### config.mk
export PLATFORM = sky130hd
export DESIGN_NAME = smtc_core
export DESIGN_NICKNAME = d
export VERILOG_FILES = /design/src/hdl/smtc_pkg.sv /design/src/hdl/smtc_core.sv
export VERILOG_INCLUDE_DIRS = /design/src /design/src/hdl
export SDC_FILE = /design/constraint.sdc
export NUM_CORES = 1
export LEC_CHECK = 0
export ABC_AREA = 1
export BUFFER_PORTS_ARGS = -buffer_cell sky130_fd_sc_hd__buf_4
export CORE_MARGIN = 5
export CORE_UTILIZATION = 40
export CTS_BUF_LIST = sky130_fd_sc_hd__clkbuf_8
export DETAILED_ROUTE_END_ITERATION = 6
export GPL_TIMING_DRIVEN = 1
export HOLD_SLACK_MARGIN = 0.1
export PLACE_DENSITY_LB_ADDON = 0.12
export SETUP_SLACK_MARGIN = 0.4
export SLEW_MARGIN = 20
export SYNTH_ARGS = -nofsm -noshare
export SYNTH_HDL_FRONTEND = slang
export SYNTH_SLANG_ARGS = --single-unit
export TNS_END_PERCENT = 10
### constraint.sdc
create_clock -name clock -period 6.55 [get_ports clock]
set_input_delay 0.9825 -clock clock [delete_from_list [all_inputs] [get_ports clock]]
set_output_delay 0.9825 -clock clock [all_outputs]
set_load 0.02 [all_outputs]
### src/hdl/smart_meter_telegram_checker_defines.svh
// ----------------------------------------------------------------------------
// Smart meter telegram checker assertion macros
// Shared assertion macros, clocked on clock and disabled during reset.
// ----------------------------------------------------------------------------
`ifndef SMART_METER_TELEGRAM_CHECKER_DEFINES_SVH
`define SMART_METER_TELEGRAM_CHECKER_DEFINES_SVH

`ifndef SYNTHESIS
`define SMTC_ASSERT_ALWAYS(label, expr, msg) \
   label: assert property (@(posedge clock) disable iff (reset) (expr)) else $error(msg);
`define SMTC_ASSERT_IMPLY(label, ante, cons, msg) \
   label: assert property (@(posedge clock) disable iff (reset) (ante) |-> (cons)) \
      else $error(msg);
`define SMTC_ASSERT_NEXT(label, ante, cons, msg) \
   label: assert property (@(posedge clock) disable iff (reset) (ante) |=> (cons)) \
      else $error(msg);
`else
`define SMTC_ASSERT_ALWAYS(label, expr, msg)
`define SMTC_ASSERT_IMPLY(label, ante, cons, msg)
`define SMTC_ASSERT_NEXT(label, ante, cons, msg)
`endif

`endif

### src/hdl/smtc_pkg.sv
`timescale 1ns / 1ps
// ----------------------------------------------------------------------------
// Smart meter telegram checker package
// Types, character codes, verdict codes and CRC-16/ARC helper functions.
// ----------------------------------------------------------------------------
package smtc_pkg;

   localparam int BYTE_W    = 8;
   localparam int VERDICT_W = 3;
   localparam int CRC_W     = 16;

   localparam logic [CRC_W-1:0] ARC_POLY_REFLECTED = 16'hA001;

   localparam logic [VERDICT_W-1:0] VERDICT_OK       = 3'd0;
   localparam logic [VERDICT_W-1:0] VERDICT_NO_START = 3'd1;
   localparam logic [VERDICT_W-1:0] VERDICT_NO_END   = 3'd2;
   localparam logic [VERDICT_W-1:0] VERDICT_BAD_HEX  = 3'd3;
   localparam logic [VERDICT_W-1:0] VERDICT_MISMATCH = 3'd4;

   localparam logic [BYTE_W-1:0] CH_CR    = 8'h0D;
   localparam logic [BYTE_W-1:0] CH_LF    = 8'h0A;
   localparam logic [BYTE_W-1:0] CH_SLASH = 8'h2F;
   localparam logic [BYTE_W-1:0] CH_FIVE  = 8'h35;
   localparam logic [BYTE_W-1:0] CH_BANG  = 8'h21;

   typedef struct packed {
      logic [BYTE_W-1:0] data_byte;
      logic              first_of_record;
      logic              last_of_record;
   } item_type;

   typedef struct packed {
      logic [VERDICT_W-1:0] verdict;
      logic [CRC_W-1:0]     crc_computed;
      logic [CRC_W-1:0]     crc_received;
   } result_type;

   function automatic logic [CRC_W-1:0] arc_update(input logic [CRC_W-1:0] crc,
                                                   input logic [BYTE_W-1:0] b);
      logic [CRC_W-1:0] c;
      c = crc ^ {{(CRC_W-BYTE_W){1'b0}}, b};
      for (int i = 0; i < BYTE_W; i++) begin
         if (c[0]) begin
            c = (c >> 1) ^ ARC_POLY_REFLECTED;
         end else begin
            c = c >> 1;
         end
      end
      return c;
   endfunction

   function automatic logic is_alnum(input logic [BYTE_W-1:0] c);
      return (c >= 8'h30 && c <= 8'h39) || (c >= 8'h61 && c <= 8'h7A) ||
             (c >= 8'h41 && c <= 8'h5A);
   endfunction

   // Bit 4 of the result is set when the character is no hex digit.
   function automatic logic [4:0] hex_value(input logic [BYTE_W-1:0] c);
      logic [4:0] h;
      h = 5'd16;
      if (c >= 8'h30 && c <= 8'h39) begin
         h = 5'(c - 8'h30);
      end else if (c >= 8'h61 && c <= 8'h66) begin
         h = 5'(c - 8'h57);
      end else if (c >= 8'h41 && c <= 8'h46) begin
         h = 5'(c - 8'h37);
      end
      return h;
   endfunction

endpackage

### src/hdl/smtc_core.sv
`timescale 1ns / 1ps
// ----------------------------------------------------------------------------
// Smart meter telegram checker core
// Record state, header check, running CRC and checksum tail matcher.
// ----------------------------------------------------------------------------
`include "smart_meter_telegram_checker_defines.svh"

module smtc_core (
   input  logic                clock,
   input  logic                reset,
   input  logic                step_valid,
   input  smtc_pkg::item_type  item,
   output logic                result_valid,
   output smtc_pkg::result_type result
);
   import smtc_pkg::*;

   localparam logic [1:0] PHASE_IDLE   = 2'd0;
   localparam logic [1:0] PHASE_HEADER = 2'd1;
   localparam logic [1:0] PHASE_BODY   = 2'd2;

   localparam logic [2:0] TAIL_NONE      = 3'd0;
   localparam logic [2:0] TAIL_FIRST_HEX = 3'd1;
   localparam logic [2:0] TAIL_LAST_HEX  = 3'd4;
   localparam logic [2:0] TAIL_WAIT_CR   = 3'd5;
   localparam logic [2:0] TAIL_WAIT_LF   = 3'd6;

   localparam logic [2:0] POS_SLASH = 3'd0;
   localparam logic [2:0] POS_FIVE  = 3'd4;
   localparam logic [2:0] POS_DONE  = 3'd5;

   logic [1:0]       phase_ff, phase_in;
   logic [2:0]       pos_ff, pos_in;
   logic [CRC_W-1:0] crc_ff, crc_in;
   logic [CRC_W-1:0] mark_ff, mark_in;
   logic [2:0]       tail_ff, tail_in;
   logic [CRC_W-1:0] recv_ff, recv_in;
   logic             hex_fault_ff, hex_fault_in;
   logic             given_ff, given_in;

   logic [VERDICT_W-1:0] verdict;
   logic                 good;
   logic                 fail;
   logic                 matched;
   logic [4:0]           hv;
   logic [BYTE_W-1:0]    c;

   always_comb begin
      phase_in     = phase_ff;
      pos_in       = pos_ff;
      crc_in       = crc_ff;
      mark_in      = mark_ff;
      tail_in      = tail_ff;
      recv_in      = recv_ff;
      hex_fault_in = hex_fault_ff;
      given_in     = given_ff;
      result_valid = 1'b0;
      verdict      = VERDICT_OK;
      good         = 1'b0;
      fail         = 1'b0;
      matched      = 1'b0;
      c            = item.data_byte;
      hv           = hex_value(c);
      if (step_valid) begin
         if (item.first_of_record || phase_in == PHASE_IDLE) begin
            pos_in       = POS_SLASH;
            crc_in       = '0;
            mark_in      = '0;
            tail_in      = TAIL_NONE;
            recv_in      = '0;
            hex_fault_in = 1'b0;
            given_in     = 1'b0;
            phase_in     = PHASE_HEADER;
         end
         if (given_in) begin
            if (item.last_of_record) begin
               phase_in = PHASE_IDLE;
            end
         end else begin
            crc_in = arc_update(crc_in, c);
            if (phase_in == PHASE_HEADER) begin
               if (pos_in == POS_SLASH) begin
                  good = (c == CH_SLASH);
               end else if (pos_in < POS_FIVE) begin
                  good = (c != CH_CR) && (c != CH_LF);
               end else begin
                  good = (c == CH_FIVE);
               end
               if (!good) begin
                  result_valid = 1'b1;
                  verdict      = VERDICT_NO_START;
               end else begin
                  if (pos_in >= POS_FIVE) begin
                     phase_in = PHASE_BODY;
                  end
                  pos_in = pos_in + 3'd1;
               end
            end
            if (!result_valid) begin
               if (tail_in >= TAIL_FIRST_HEX && tail_in <= TAIL_LAST_HEX) begin
                  if (is_alnum(c)) begin
                     if (hv[4]) begin
                        hex_fault_in = 1'b1;
                     end else begin
                        recv_in = {recv_in[CRC_W-5:0], hv[3:0]};
                     end
                     tail_in = tail_in + 3'd1;
                  end else begin
                     fail = 1'b1;
                  end
               end else if (tail_in == TAIL_WAIT_CR) begin
                  if (c == CH_CR) begin
                     tail_in = TAIL_WAIT_LF;
                  end else begin
                     fail = 1'b1;
                  end
               end else if (tail_in == TAIL_WAIT_LF) begin
                  if (c == CH_LF) begin
                     matched = 1'b1;
                  end else begin
                     fail = 1'b1;
                  end
               end else begin
                  fail = 1'b1;
               end
               if (fail) begin
                  if (c == CH_BANG) begin
                     tail_in      = TAIL_FIRST_HEX;
                     mark_in      = crc_in;
                     recv_in      = '0;
                     hex_fault_in = 1'b0;
                  end else begin
                     tail_in = TAIL_NONE;
                  end
               end
               if (matched) begin
                  tail_in      = TAIL_NONE;
                  result_valid = 1'b1;
                  if (hex_fault_in) begin
                     verdict = VERDICT_BAD_HEX;
                  end else if (recv_in != mark_in) begin
                     verdict = VERDICT_MISMATCH;
                  end else begin
                     verdict = VERDICT_OK;
                  end
               end
            end
            if (!result_valid && item.last_of_record) begin
               result_valid = 1'b1;
               verdict = (phase_in == PHASE_HEADER) ? VERDICT_NO_START : VERDICT_NO_END;
            end
            if (item.last_of_record) begin
               phase_in = PHASE_IDLE;
            end
            if (result_valid) begin
               given_in = 1'b1;
            end
         end
      end
      result.verdict      = verdict;
      result.crc_computed = (verdict == VERDICT_OK || verdict == VERDICT_BAD_HEX ||
                             verdict == VERDICT_MISMATCH) ? mark_in : '0;
      result.crc_received = (verdict == VERDICT_OK || verdict == VERDICT_MISMATCH) ?
                            recv_in : '0;
   end

   always_ff @(posedge clock) begin
      if (reset) begin
         phase_ff     <= PHASE_IDLE;
         pos_ff       <= POS_SLASH;
         crc_ff       <= '0;
         mark_ff      <= '0;
         tail_ff      <= TAIL_NONE;
         recv_ff      <= '0;
         hex_fault_ff <= 1'b0;
         given_ff     <= 1'b0;
      end else begin
         phase_ff     <= phase_in;
         pos_ff       <= pos_in;
         crc_ff       <= crc_in;
         mark_ff      <= mark_in;
         tail_ff      <= tail_in;
         recv_ff      <= recv_in;
         hex_fault_ff <= hex_fault_in;
         given_ff     <= given_in;
      end
   end

   `SMTC_ASSERT_ALWAYS(a_tail_range, tail_ff <= TAIL_WAIT_LF, "tail count out of range")
   `SMTC_ASSERT_IMPLY(a_body_pos, phase_ff == PHASE_BODY, pos_ff == POS_DONE, "body without full header")
   `SMTC_ASSERT_NEXT(a_given_set, step_valid && result_valid, given_ff, "verdict not recorded")

endmodule

=== Word level (Yosys, flattened, before mapping) ===
Cells that the tools add are included.

* Bits in registers: 58
* Input port bits: 13
* Word-level logic and storage cells: 202

* $add $sub $neg: 5
* Order comparisons: 12
* Equality and inequality tests: 14
* Muxes and demuxes: 136
* Bitwise logic cells: 9
* Reduce and logical (&&, ||, !) cells: 18

{| class="wikitable"
|+ Operators by type and width
! cell !! number
|-
| $mux 16 || 48
|-
| $mux 3 || 22
|-
| $mux 1 || 52
|-
| $le 8x7->1 const B || 4
|-
| $eq 8x6->1 const B || 3
|-
| $not 2->3 || 8
|-
| $mux 2 || 11
|-
| $eq 8x4->1 const B || 2
|-
| $ge 8x7->1 const B || 2
|-
| $ne 16x16->1 || 1
|-
| $ne 8x4->1 const B || 2
|-
| $xor 16x8->16 || 1
|-
| $mux 5 || 3
|-
| $sub 5x5->5 const B || 3
|-
| $eq 3x3->1 const B || 3
|-
| $ge 8x6->1 const B || 1
|-
| $le 8x6->1 const B || 1
|-
| $logic_and 1x1->1 || 8
|-
| $add 3x1->3 const B || 2
|-
| $logic_not 3->1 || 2
|-
| $logic_or 1x1->1 || 6
|-
| $eq 2x1->1 const B || 2
|-
| $eq 3x2->1 const B || 1
|-
| $ge 3x1->1 const B || 1
|-
| other kinds (5) || 5
|}

=== Longest topological paths before layout ===
* Depth in word-level cells: 52
* Depth in mapped cells: 24
* Gate-level depth less buffers: 21

=== Worst setup path before layout ===
OpenSTA, ideal clock, no wires.

* Kind: input port to output port
* Start: in item[1] (netlist name)
* End: out result[20] (netlist name)
* Arrival: 3.603 ns
* Data required time: 5.568 ns
* Slack: 1.964 ns
* Stages: 23
* Buffers on the path: 5
* Cell sequence: nor2_8 -> buf_6 -> buf_4 -> buf_4 -> clkbuf_1 -> nand2_1 -> ha_1 -> a31oi_1 -> o21ai_1 -> nand2_1 -> nand2_2 -> nand2_2 -> nor2_2 -> nand2_1 -> nand2_1 -> inv_1 -> nand2_2 -> inv_1 -> nand2_1 -> nand2_2 -> inv_4 -> buf_12 -> nor2_2

{| class="wikitable"
|+ RTL lines
! what !! RTL line !! RTL
|-
| start, declared || smtc_core.sv:12 || <nowiki>input smtc_pkg::item_type item,</nowiki>
|-
| end, declared || smtc_core.sv:14 || <nowiki>output smtc_pkg::result_type result</nowiki>
|}

==> impl_metrics.env <==
export IMPL_synthCells=827
export IMPL_fin_crit_ns=4.92
export IMPL_finalWirelength_um=16100
export IMPL_dp_hpwl_um=11900
export IMPL_clk_pin_slew_ns=0.07
export IMPL_total_power_w=0.000972
export IMPL_clock_path_buffers=2
export IMPL_first_pass_iters=6
export IMPL_die_w_um=121
export IMPL_synth_nets=850
export IMPL_hold_viol_final=0
export IMPL_swShare_pct=32.3
export IMPL_finalSetupViolCount=0
export IMPL_seqPwrFrac_pct=39.2
export IMPL_drive_gt1_share_pct=15.7
export IMPL_slowest_stage="buf_4"
export IMPL_cts_setup_buffers=0
export IMPL_ant_nets=0
export IMPL_syn_to_final_growth_pct=12.0
export IMPL_status="complete, no violations"
export IMPL_cts_resized=0
export IMPL_start_kind="input pin"
export IMPL_maxSlewViolCount=0
export IMPL_die_h_um=121
export IMPL_grt_first_pass_wirelength_um=25800
export IMPL_initial_utilization_pct=41.0
export IMPL_pwr_share_clk_pct=40.4
export IMPL_numCtsBuffers=9
export IMPL_grt_max_degree=62
export IMPL_vias=5483
export IMPL_diodes=0
export IMPL_synth_area_per_cell_um2=5.98
export IMPL_synthAdderAreaFrac_pct=2.53
export IMPL_synth_ff_type="dfxtp_1"
export IMPL_setup_tns_final_ns=0
export IMPL_grt_overflow_total=0
export IMPL_mostFrequentLayoutCells="nand2_1, nor2_1, inv_1"
export IMPL_power_density_nw_per_um2=176
export IMPL_cts_tree="built"
export IMPL_muxShareOfSynthArea_pct=0
export IMPL_arrival_ns=3.94
export IMPL_power_internal_w=0.000658
export IMPL_antenna_found_initial=0
export IMPL_nFillCells=1312
export IMPL_fin_skew_ns=0.00997
export IMPL_worst_setup_path_type="in2out"
export IMPL_synth_edff_count=0
export IMPL_cts_htree_levels=3
export IMPL_grt_usage_pct=22.3
export IMPL_synth_top_family_by_area="simple AND/OR/NAND/NOR gates"
export IMPL_cpMostUsedCell="buf_4"
export IMPL_grt_pass1_vias=5039
export IMPL_postCtsHoldBufs=0
export IMPL_power_frac_comb_pct=20.4
export IMPL_fmax_ghz=0.203
export IMPL_power_switching_w=0.000314
export IMPL_clock_sinks=58
export IMPL_ys_warn_count=0
export IMPL_synth_compound_area_share_pct=18.5
export IMPL_pin_count=49
export IMPL_coreArea_um2=12100
export IMPL_ys_types=45
export IMPL_die_area_um2=14700
export IMPL_worstHoldPathType="reg2reg"
export IMPL_fin_crit_sh_pct=75.2
export IMPL_nets=870
export IMPL_crit_required_ns=5.57
export IMPL_wl_per_cell_um=15.8
export IMPL_cp_max_fo=44
export IMPL_ys_seq_area_share_pct=23.5
export IMPL_vdd_drop_max_uv=156
export IMPL_dp_cells=1004
export IMPL_clkLatencyLatePin_ns=0.37
export IMPL_dpl_worst_slack_ns=1.62
export IMPL_synthSimpleGateAreaFrac_pct=41.1
export IMPL_fin_ws_ns=1.63
export IMPL_vias_per_cell=5.38
export IMPL_cp_cell_sequence="buf_4 > nor2_8 > buf_4 > inv_4 > nor2_2 > a31oi_1 > o21ai_1 > nand2_1 > nand2_2 > nand2_2 > inv_2 > nand3_1 > o211ai_1 > o21ai_0 > nor2_1 > buf_4"
export IMPL_remaining_drc_errors=0
export IMPL_portBuffers=48
export IMPL_syn_area_um2=4940
export IMPL_drtIter0Drc=541
export IMPL_rows=40
export IMPL_ys_ff_latch=58
export IMPL_max_cap_viol_count=0
export IMPL_fin_cells=1020
export IMPL_async_flop_share_pct=0
export IMPL_end_kind="output pin"
export IMPL_cp_slowest_stage_delay_ns=0.50
export IMPL_synth_xor_area_share_pct=2.51
export IMPL_tightest_slew_ns=0.993
export IMPL_final_common_cell="nand2_1"
export IMPL_gp_congestion=0.907
export IMPL_cts_root_buf="clkbuf_8"
export IMPL_rsz0062_at_grt="false"
export IMPL_relSlewSlack_pct=33.7
export IMPL_p_leak_nw=2.68
cells in the mapped netlist (9+ instances only):
cell        n  area [um^2]
o211ai_1   17          128
o21ai_1     9         45.0
nand4_1    15         93.8
o21ai_0    70          350
a21oi_1    38          190
dfxtp_1    58         1160
ha_1       10          125
nor2_1     99          372
o22ai_1    17          106
inv_1      77          289
nand3_1    68          340
clkbuf_1   24         90.1
buf_2       9         45.0
nand2_2    22          138
nor2_2     14         87.6
nand2_1   210          788
layout make-up:
type	count	area [um^2]	share of cell area, %
Inverter	89	344	6.21
Clock inverter	6	88.8	1.60
Multi-Input combinational cell	636	3200	57.7
Timing Repair Buffer	53	398	7.19
Clock buffer	10	138	2.49
Sequential cell	58	1160	21.0
Tap cell	168	210	3.80
per-layer routing:
layer	GRT usage, %	vias up	routed length, um	share of wire [%]
met5	0	-	0	0
met2	33.6	188	6840	43
met4	7.63	0	395	2.5
met1	31.8	2512	7800	49
met3	4.34	29	1050	6.5
li1	-	2754	-	-
path summary, 6_finish.rpt:
kind	from	slack, ns	to	cells after the start
min reg2reg	hex_fault_ff	0.48	hex_fault_ff	2
max reg2reg	phase_ff[1]	3.37	recv_ff[2]	15
max	item[1]	1.63	result[2]	16
min	hex_fault_ff	0.48	hex_fault_ff	2
logic make-up after synthesis:
kind of cell	Yosys count
adder cells (fa/ha/maj)	10
AO/OA/AOI/OAI	163
XOR/XNOR	12
AND/OR/NAND/NOR	451
flip-flops	58
buffers and inverters	133
registers in the layout (all words and copies together), names as in the netlist:
register / cells
tail_ff: 3
crc_ff: 16
given_ff: 1
hex_fault_ff: 1
mark_ff: 16
phase_ff: 2
pos_ff: 3
recv_ff: 16
power by group through the flow:
stage	logic (W)	registers [W]	clock network, W
after floorplan	0.000143	0.000385	0
after global placement	0.000196	0.000388	0
after detailed placement	0.000197	0.000388	0
after CTS	0.000198	0.000380	0.000403
after global routing	0.000221	0.000382	0.000417
final	0.000199	0.000381	0.000393
metrics by stage:
| stage | hold WS, ns | utilization [%] | cell area [um^2] |
|---|---|---|---|
| after detailed placement | 0.463 | 44.0 | 5310 |
| after CTS | 0.474 | 45.9 | 5540 |
| after global placement | 0.452 | 44.0 | 5310 |
| after floorplan | 0.442 | - | 4940 |
| after global routing | 0.486 | 45.9 | 5540 |
| final | 0.476 | 45.9 | 5540 |
critical path: cells and delay by family:
family | cells | cell delay, ns
compound gates | 4 | 0.41
simple gates | 7 | 1.20
buf+inv | 5 | 1.32
Note: power is estimated with default switching activity, not from simulation.
